File: src/hw/rtl/wtam_pkg.sv
// Package for the window threshold alarm monitor.
// Holds register indexes, cause codes, limits and the per-channel state type.
// No dependencies.
`default_nettype none

package wtam_pkg;

    // Channel count range and default.
    localparam int MAX_CHANNELS         = 3;
    localparam int DEFAULT_NUM_CHANNELS = 3;

    // Field widths fixed by the interface.
    localparam int DATA_W  = 32;
    localparam int STAMP_W = 40;
    localparam int COUNT_W = 16;
    localparam int CHAN_W  = 2;
    localparam int CAUSE_W = 2;
    localparam int ADDR_W  = 5;
    localparam int REG_IDX_W = 3;

    // Configuration register indexes (byte address is four times the index).
    localparam logic [REG_IDX_W-1:0] REG_LOW_LIMIT_0  = 3'd0;
    localparam logic [REG_IDX_W-1:0] REG_HIGH_LIMIT_0 = 3'd1;
    localparam logic [REG_IDX_W-1:0] REG_LOW_LIMIT_1  = 3'd2;
    localparam logic [REG_IDX_W-1:0] REG_HIGH_LIMIT_1 = 3'd3;
    localparam logic [REG_IDX_W-1:0] REG_LOW_LIMIT_2  = 3'd4;
    localparam logic [REG_IDX_W-1:0] REG_HIGH_LIMIT_2 = 3'd5;

    // Reset values of the limits: 0.0 and 1.0 in Q16.16.
    localparam logic signed [DATA_W-1:0] LOW_LIMIT_RESET  = 32'sh0000_0000;
    localparam logic signed [DATA_W-1:0] HIGH_LIMIT_RESET = 32'sh0001_0000;

    // Command codes.
    localparam logic CMD_CHECK = 1'b0;
    localparam logic CMD_ACK   = 1'b1;

    // Alarm cause codes.
    localparam logic [CAUSE_W-1:0] CAUSE_NONE  = 2'd0;
    localparam logic [CAUSE_W-1:0] CAUSE_UNDER = 2'd1;
    localparam logic [CAUSE_W-1:0] CAUSE_OVER  = 2'd2;

    // Code for "no channel has its reported flag set".
    localparam logic [CHAN_W-1:0] NONE_REPORTED = 2'd3;

    localparam logic [COUNT_W-1:0] COUNT_MAX = 16'hFFFF;

    // State kept for one alarm channel.
    typedef struct packed {
        logic               active;
        logic               reported;
        logic               acked;
        logic [CAUSE_W-1:0] cause;
        logic [COUNT_W-1:0] count;
        logic [STAMP_W-1:0] stamp;
    } chan_state_t;

endpackage

`default_nettype wire

File: src/hw/rtl/window_threshold_alarm_monitor_core.sv
// Window threshold alarm monitor, top level.
// Uses wtam_pkg for register indexes, cause codes and the channel state type.
// Usage:
//   The sample channel (sample_valid/sample_stall) carries one command per
//   beat: a check of a signed Q16.16 sample against the addressed channel's
//   window, or an acknowledge of that channel's alarm. The result channel
//   (result_valid/result_stall) returns one beat per command with the
//   addressed channel's flags, cause, count and timestamp plus the aggregate
//   status of all channels, taken after the update.
//   A command is held in the input register and then in the result register.
//   The block takes one command per cycle while result_stall is low; the
//   window compare and flag update sit between the input register and the
//   result register, and the channel state is written at the same edge that
//   loads the result register. When the receiver stalls, the result register
//   holds its beat and the input register still takes one more command
//   before sample_stall rises. Reset clears all alarm state and loads the
//   limits with 0.0 and 1.0. The user writes the limits through the APB port
//   only while the block is idle; the block itself does not enforce this.
`default_nettype none

module window_threshold_alarm_monitor_core #(
    parameter int NUM_CHANNELS = wtam_pkg::DEFAULT_NUM_CHANNELS
) (
    input  wire logic                                clk,
    input  wire logic                                rst_n,
    // APB configuration port
    input  wire logic                                psel,
    input  wire logic                                penable,
    input  wire logic                                pwrite,
    input  wire logic [wtam_pkg::ADDR_W-1:0]         paddr,
    input  wire logic [wtam_pkg::DATA_W-1:0]         pwdata,
    output logic      [wtam_pkg::DATA_W-1:0]         prdata,
    output logic                                     pready,
    // Sample channel
    input  wire logic                                sample_valid,
    output logic                                     sample_stall,
    input  wire logic                                cmd,
    input  wire logic [wtam_pkg::CHAN_W-1:0]         channel,
    input  wire logic signed [wtam_pkg::DATA_W-1:0]  sample_value,
    input  wire logic [wtam_pkg::STAMP_W-1:0]        time_stamp,
    // Result channel
    output logic                                     result_valid,
    input  wire logic                                result_stall,
    output logic                                     chan_active,
    output logic                                     chan_reported,
    output logic                                     chan_acknowledged,
    output logic      [wtam_pkg::CAUSE_W-1:0]        chan_cause,
    output logic      [wtam_pkg::COUNT_W-1:0]        chan_count,
    output logic      [wtam_pkg::STAMP_W-1:0]        chan_time,
    output logic                                     any_reported,
    output logic                                     any_active,
    output logic                                     all_acknowledged,
    output logic      [wtam_pkg::CHAN_W-1:0]         last_reported
);

    import wtam_pkg::*;

    // Limit registers
    logic signed [DATA_W-1:0] low_limit_reg  [MAX_CHANNELS];
    logic signed [DATA_W-1:0] high_limit_reg [MAX_CHANNELS];
    logic [REG_IDX_W-1:0]     reg_idx;
    logic                     cfg_write;

    // Input register
    logic                     in_valid_reg;
    logic                     cmd_reg;
    logic [CHAN_W-1:0]        channel_reg;
    logic signed [DATA_W-1:0] sample_reg;
    logic [STAMP_W-1:0]       stamp_reg;
    logic                     in_take;
    logic                     advance;

    // Channel state
    chan_state_t              chan_reg  [NUM_CHANNELS];
    chan_state_t              chan_next [NUM_CHANNELS];
    logic [NUM_CHANNELS-1:0]  lane_hit;
    logic [NUM_CHANNELS-1:0]  lane_under;
    logic [NUM_CHANNELS-1:0]  lane_over;

    // Result values and register
    chan_state_t              sel_state;
    logic                     any_rep_next;
    logic                     any_act_next;
    logic                     all_ack_next;
    logic [CHAN_W-1:0]        last_rep_next;

    logic                     result_valid_reg;
    chan_state_t              res_state_reg;
    logic                     any_rep_reg;
    logic                     any_act_reg;
    logic                     all_ack_reg;
    logic [CHAN_W-1:0]        last_rep_reg;

    // APB decode: pready is tied high, data read straight from the limits.
    assign pready    = 1'b1;
    assign reg_idx   = paddr[ADDR_W-1:2];
    assign cfg_write = psel && penable && pwrite && pready;

    always_comb
    begin
        unique case (reg_idx)
            REG_LOW_LIMIT_0:  prdata = low_limit_reg[0];
            REG_HIGH_LIMIT_0: prdata = high_limit_reg[0];
            REG_LOW_LIMIT_1:  prdata = low_limit_reg[1];
            REG_HIGH_LIMIT_1: prdata = high_limit_reg[1];
            REG_LOW_LIMIT_2:  prdata = low_limit_reg[2];
            REG_HIGH_LIMIT_2: prdata = high_limit_reg[2];
            default:          prdata = '0;
        endcase
    end

    always_ff @(posedge clk or negedge rst_n)
    begin
        if (!rst_n)
        begin
            for (int i = 0; i < MAX_CHANNELS; i++)
            begin
                low_limit_reg[i]  <= LOW_LIMIT_RESET;
                high_limit_reg[i] <= HIGH_LIMIT_RESET;
            end
        end
        else if (cfg_write)
        begin
            unique case (reg_idx)
                REG_LOW_LIMIT_0:  low_limit_reg[0]  <= pwdata;
                REG_HIGH_LIMIT_0: high_limit_reg[0] <= pwdata;
                REG_LOW_LIMIT_1:  low_limit_reg[1]  <= pwdata;
                REG_HIGH_LIMIT_1: high_limit_reg[1] <= pwdata;
                REG_LOW_LIMIT_2:  low_limit_reg[2]  <= pwdata;
                REG_HIGH_LIMIT_2: high_limit_reg[2] <= pwdata;
                default:          ;
            endcase
        end
    end

    // Handshake: the input register moves on whenever the result register
    // is empty or being drained this cycle.
    assign advance      = in_valid_reg && (!result_valid_reg || !result_stall);
    assign sample_stall = in_valid_reg && !advance;
    assign in_take      = sample_valid && !sample_stall;

    always_ff @(posedge clk or negedge rst_n)
    begin
        if (!rst_n)
        begin
            in_valid_reg <= 1'b0;
        end
        else if (in_take)
        begin
            in_valid_reg <= 1'b1;
        end
        else if (advance)
        begin
            in_valid_reg <= 1'b0;
        end
    end

    always_ff @(posedge clk)
    begin
        if (in_take)
        begin
            cmd_reg     <= cmd;
            channel_reg <= channel;
            sample_reg  <= sample_value;
            stamp_reg   <= time_stamp;
        end
    end

    // Per-channel window compare and state update.
    always_comb
    begin
        for (int i = 0; i < NUM_CHANNELS; i++)
        begin
            lane_hit[i]   = advance && (channel_reg == CHAN_W'(i));
            lane_under[i] = sample_reg < low_limit_reg[i];
            lane_over[i]  = sample_reg > high_limit_reg[i];
            chan_next[i]  = chan_reg[i];
            if (lane_hit[i])
            begin
                if (cmd_reg == CMD_ACK)
                begin
                    chan_next[i].acked = 1'b1;
                end
                else if (lane_under[i] || lane_over[i])
                begin
                    // Leaving the window: a new activation is counted once.
                    if (!chan_reg[i].active)
                    begin
                        if (chan_reg[i].count != COUNT_MAX)
                        begin
                            chan_next[i].count = chan_reg[i].count + 1'b1;
                        end
                        chan_next[i].stamp    = stamp_reg;
                        chan_next[i].acked    = 1'b0;
                        chan_next[i].reported = 1'b1;
                    end
                    chan_next[i].active = 1'b1;
                    chan_next[i].cause  = lane_under[i] ? CAUSE_UNDER : CAUSE_OVER;
                    if (chan_next[i].acked)
                    begin
                        chan_next[i].reported = 1'b0;
                    end
                end
                else
                begin
                    chan_next[i].active   = 1'b0;
                    chan_next[i].reported = 1'b0;
                    chan_next[i].acked    = 1'b1;
                    chan_next[i].cause    = CAUSE_NONE;
                    chan_next[i].stamp    = '0;
                end
            end
        end
    end

    always_ff @(posedge clk or negedge rst_n)
    begin
        if (!rst_n)
        begin
            for (int i = 0; i < NUM_CHANNELS; i++)
            begin
                chan_reg[i] <= '0;
            end
        end
        else
        begin
            for (int i = 0; i < NUM_CHANNELS; i++)
            begin
                chan_reg[i] <= chan_next[i];
            end
        end
    end

    // Addressed channel's view and aggregate status after the update.
    always_comb
    begin
        sel_state     = '0;
        any_rep_next  = 1'b0;
        any_act_next  = 1'b0;
        all_ack_next  = 1'b1;
        last_rep_next = NONE_REPORTED;
        for (int i = 0; i < NUM_CHANNELS; i++)
        begin
            if (channel_reg == CHAN_W'(i))
            begin
                sel_state = chan_next[i];
            end
            if (chan_next[i].reported)
            begin
                any_rep_next  = 1'b1;
                last_rep_next = CHAN_W'(i);
            end
            if (chan_next[i].active)
            begin
                any_act_next = 1'b1;
            end
            if (!chan_next[i].acked)
            begin
                all_ack_next = 1'b0;
            end
        end
    end

    // Result register
    always_ff @(posedge clk or negedge rst_n)
    begin
        if (!rst_n)
        begin
            result_valid_reg <= 1'b0;
        end
        else if (advance)
        begin
            result_valid_reg <= 1'b1;
        end
        else if (!result_stall)
        begin
            result_valid_reg <= 1'b0;
        end
    end

    always_ff @(posedge clk)
    begin
        if (advance)
        begin
            res_state_reg <= sel_state;
            any_rep_reg   <= any_rep_next;
            any_act_reg   <= any_act_next;
            all_ack_reg   <= all_ack_next;
            last_rep_reg  <= last_rep_next;
        end
    end

    assign result_valid      = result_valid_reg;
    assign chan_active       = res_state_reg.active;
    assign chan_reported     = res_state_reg.reported;
    assign chan_acknowledged = res_state_reg.acked;
    assign chan_cause        = res_state_reg.cause;
    assign chan_count        = res_state_reg.count;
    assign chan_time         = res_state_reg.stamp;
    assign any_reported      = any_rep_reg;
    assign any_active        = any_act_reg;
    assign all_acknowledged  = all_ack_reg;
    assign last_reported     = last_rep_reg;

    // An active alarm always carries a cause.
    assert property (@(posedge clk) disable iff (!rst_n)
        result_valid_reg && res_state_reg.active |-> res_state_reg.cause != CAUSE_NONE)
    else $error("active alarm without cause");

    // An inactive channel reports no cause and no timestamp.
    assert property (@(posedge clk) disable iff (!rst_n)
        result_valid_reg && !res_state_reg.active
            |-> res_state_reg.cause == CAUSE_NONE && res_state_reg.stamp == '0)
    else $error("inactive channel keeps cause or timestamp");

    // Only an active alarm can be pending report.
    assert property (@(posedge clk) disable iff (!rst_n)
        result_valid_reg && res_state_reg.reported |-> res_state_reg.active)
    else $error("reported flag set on inactive channel");

    // A reported channel shows up in the aggregate status.
    assert property (@(posedge clk) disable iff (!rst_n)
        result_valid_reg && res_state_reg.reported
            |-> any_rep_reg && last_rep_reg != NONE_REPORTED)
    else $error("aggregate status misses a reported channel");

    // The input register stalls only while it holds a command.
    assert property (@(posedge clk) disable iff (!rst_n)
        sample_stall |-> in_valid_reg && result_valid_reg && result_stall)
    else $error("input stalled without a blocked result");

endmodule

`default_nettype wire
File: config.mk
export PLATFORM = sky130hd
export DESIGN_NAME = window_threshold_alarm_monitor_core
export DESIGN_NICKNAME = d
export VERILOG_FILES = /design/src/hw/rtl/wtam_pkg.sv /design/src/hw/rtl/window_threshold_alarm_monitor_core.sv
export SDC_FILE = /design/constraint.sdc
export NUM_CORES = 1
export LEC_CHECK = 0
export BUFFER_PORTS_ARGS = -buffer_cell sky130_fd_sc_hd__buf_2
export CAP_MARGIN = 10
export CORE_MARGIN = 8
export CORE_UTILIZATION = 50
export DETAILED_ROUTE_END_ITERATION = 10
export PLACE_DENSITY = 0.69
export SETUP_SLACK_MARGIN = 0.5
export SYNTH_ARGS = -nofsm -noshare
export SYNTH_HDL_FRONTEND = slang
export SYNTH_SLANG_ARGS = --single-unit
File: constraint.sdc
create_clock -name clk -period 11 [get_ports clk]
set_clock_uncertainty 0.1 [all_clocks]
set_input_delay 0.55 -clock clk [delete_from_list [all_inputs] [get_ports clk]]
set_output_delay 0.55 -clock clk [all_outputs]
set_load 0.02 [all_outputs]
Word-level counts from Yosys, hierarchy flattened
Index checks and enable logic that the tools add are counted.
Operators by class
  reductions and logical operators: 28
  magnitude comparators: 6
  add/subtract/negate cells: 3
  mux-type cells: 58
  eq/ne operators: 11
Operators with widths (number)
  two-way mux 61 bit: 6
  case mux 32 bit (6 select lines): 1
  two-way mux 58 bit: 3
  two-way mux 56 bit: 3
  two-way mux 40 bit: 3
  > comparator 32 bit: 3
  less-than comparator 32 bit: 3
  two-way mux 16 bit: 6
  adder 16 x 1 -> 16 bit (second input constant): 3
  inequality test 16 bit (second input constant): 3
  two-way mux 2 bit: 20
  two-way mux 5 bit: 3
  AND reduction 2 bit: 7
  two-way mux 1 bit: 13
  logical AND 1 bit: 8
  equality test 3 x 2 -> 1 bit (second input constant): 2
  equality test 3 bit (second input constant): 2
  zero test 1 bit: 4
  logical OR 1 bit: 4
  OR reduction 2 bit: 2
  equality test 3 x 1 -> 1 bit (second input constant): 1
  zero test 3 bit: 1
  equality test 2 x 1 -> 1 bit (second input constant): 1
  equality test 2 bit (second input constant): 1
  3 further kinds: 3
Word-level totals
  logic and storage cells: 146
  input port bits: 119
  register bits after elaboration: 518

Logic depth before layout (Yosys ltp)
  word-level depth: 12
  gate-level depth with buffers: 13
  mapped depth without buffers: 11

Worst setup path after synthesis
Ideal clock, no wire load.
  kind: input port to flip-flop
  start point: input result_stall
  end point: register res_state_reg, in the netlist chan_count[4] (data pin)
  buffers on the path: 1
  required time: 10.639 ns
  arrival time: 4.043 ns
  stages: 9
  setup slack: 6.597 ns
  library setup time: 0.261 ns
  path through: a21bo_2 inv_1 nand3_1 nor2_1 nand2_1 clkbuf_1 nor4b_1 xor2_1 a221o_1
RTL lines
  from (decl): line window_threshold_alarm_monitor_core.sv:43  | input wire logic result_stall,
  to (signal assigned): line window_threshold_alarm_monitor_core.sv:285  | res_state_reg <= sel_state;
  to (decl): line window_threshold_alarm_monitor_core.sv:88  | chan_state_t res_state_reg;

==> summary.txt <==
CTS
  – Clock Tree Buf Depth: 3
  – H-Tree Depth: 2
  – Post-CTS sizing: 0
  – Clock tree root buffer cell: clkbuf_16
  – CTS tree: built
  – CTS Hold Bufs: 65
  – Clock Latency Late Sink: 0.64 ns
  – Setup bufs post-CTS: 0
  – CTS Sinks: 518
  – Num CTS Buffers: 55
  – Worst-path clk slew: 0.06 ns

Yosys
  – Seq/Total Area, Yosys: 0.5301
  – EDFF count, synth: 141
  – Post-synth ARST share: 0.7278
  – Seq cells post-synth: 518
  – Synth area leaders: dfrtp_1, edfxtp_1, ha_1, o21ai_0, nand2_1
  – Synth top area share: 0.3629
  – Post-Syn Area: 25,790 sq um
  – Synth Flop Type: dfrtp_1
  – Syn nets: 2,801
  – Area leader, netlist: dfrtp_1
  – Avg Cell Area, Syn: 10.36 sq um
  – Post-Synthesis Cells: 2,490
  – Yosys warnings: 0
  – Post-synthesis cell type count: 75

STA
  – Slew @ Worst Pin: 1.153 ns
  – Setup TNS: 0 ns
  – Slew margin rel.: 0.2241
  – Final hold viol count: 0
  – Final setup margin: 6.067 ns
  – Fin. max-slew vios: 0
  – Crit share post-route: 0.4485
  – Final worst path period need: 4.933 ns
  – RSZ-0062 raised after global routing: false
  – WHS: 0.03153 ns
  – FMAX: 202.7 MHz
  – Endpoints failing setup: 0

Power
  – Leakage dissipation: 14.24 nW
  – Worst VDD drop: 0.1320 mV
  – P per Cell Area: 203.4 nW/um^2

Floorplan
  – I/O pins: 220
  – Chip Height: 243.1 um
  – Die W: 243.1 um
  – Num rows: 83
  – Core area: 51,200 sq um
  – Initial Util: 0.5037
  – Die area: 59,100 sq um

Final layout
  – Cell area after layout: 30,280 sq um
  – Commonest cells after routing, fill and taps aside: dfrtp_1, nand2_1, o21ai_0, inv_1, buf_2
  – Area delta synth->final: 17.41%
  – Final Util: 0.5914
  – Commonest non-fill, non-tap cell in the layout: dfrtp_1
  – Max reg flops: 183
  – Nets: 3,062
  – Share of layout cells above drive strength 1: 0.1347

GRT
  – Tot GR Track Use: 0.2608
  – Initial antenna violation count: 9
  – Largest net degree at the start of global routing: 112
  – Vias in the first global route: 21,420
  – Global-route wire length before repair: 122,500 um
  – GRT Residual Overflow: 0

Run status
  – Status: finished clean

Worst setup path
  – Kind of critical path: reg -> reg
  – Worst setup SP type: register
  – Required @ worst endpoint: 11.38 ns
  – Critical Path AT: 5.31 ns
  – Peak fanout along the critical path: 41
  – CP endpoint kind: register

Min path
  – Hold Crit Class: in -> reg

Route
  – Routed WL: 78,350 um
  – DRC errors left: 0
  – Initial DRC count: 1,817
  – Via count: 20,860
  – Post-route ant nets: 0
  – First-pass iteration count of the detailed router: 5
  – WL/cell: 22.48 um
  – Drt via density: 5.985

Place
  – Port bufs: 216
  – Worst slack at placement: 6.109 ns
  – Cell Area, Placed: 27,630 sq um
  – GPL Wtd Cong: 0.9162
  – DP HPWL: 51,650 um

Run
  – Max cap viols: 0
[per-layer routing]
layer  global-route usage  up-vias  part of all wire
li1                     -     9487                 -
met1               0.3391    10210              0.41
met2               0.4183      958              0.46
met3              0.05414      204             0.083
met4               0.1165        4             0.044
met5                    0        -           0.00034
[power breakdown]
part	switching, mW	internal, mW	total [mW]	leakage [nW]
Combinational	0.900	0.563	1.46	7.35
Sequential	0.238	2.47	2.70	5.94
Clock	0.803	1.19	1.99	0.949
[synthesized netlist by cell type, types with 16 or more instances]
library cell,count
clkbuf_1,99
o21ai_0,280
a21oi_1,78
nand3_1,43
nor2_1,83
a221o_1,51
o221ai_1,41
and3_1,24
edfxtp_1,141
dfrtp_1,374
nand4_1,43
inv_1,266
xnor2_1,19
a22o_1,41
nand2_1,329
mux2i_1,51
a221oi_1,36
o22ai_1,58
and2_1,16
ha_1,192
a21o_1,20
[metrics by stage]
stage	power (mW)	std cells
6_report	6.160	3486
5_1_grt	6.488	3482
4_1_cts	6.171	3476
3_5_place_dp	4.147	3307
3_3_place_gp	4.070	3307
2_1_floorplan	3.622	2490
[worst max-delay path, cell delays in order (launching register included)]
cell and delay, ns:
edfxtp_1 0.53, ha_1 0.40, and4_1 0.23, a221oi_1 0.29
o21ai_0 0.20, a211o_1 0.26, o22ai_1 0.45, o21bai_1 0.19
buf_4 0.23, a21o_2 0.86, and2_1 0.23, buf_4 0.49
a221o_1 0.28
[worst paths after layout]
check	startpoint	end	slack, ns	depth (start not counted)
max in group asynchronous	rst_n	chan_reg[134]$_DFF_PN0_	7.93	4
setup reg to reg	sample_reg[31]$_DFFE_PP_	chan_time[13]$_DFFE_PP_	6.07	12
hold / removal	time_stamp[37]	stamp_reg[37]$_DFFE_PP_	0.03	1
min in group asynchronous	rst_n	high_limit_reg[56]$_DFFE_PN0P_	0.47	2
setup / recovery	sample_reg[31]$_DFFE_PP_	chan_time[13]$_DFFE_PP_	6.07	12
hold reg to reg	in_valid_reg$_DFFE_PN0P_	result_valid$_DFFE_PN0P_	0.37	1
[logic make-up after synthesis]
logic type,after synthesis,share of synthesized area
AOI/OAI and AO/OA,683,0.1740
DFF,518,0.5301
and+or+nand+nor,622,0.1110
adders and majority gates,192,0.09315
buffers and inverters,382,0.05681
xor gates and xnor gates,31,0.01053
muxes,61,0.02431
other,1,0.0001454
[final cells by class]
class | instances | area (sq um)
fill | 4213 | 20920
sequential | 518 | 13670
multi-input combinational | 1590 | 10750
timing repair buffer | 317 | 2017
clock buffer | 82 | 1588
inverter | 269 | 1010
tap | 680 | 850.8
clock inverter | 22 | 374.1
antenna | 8 | 20.02
Power figures use the tool's default switching activity.
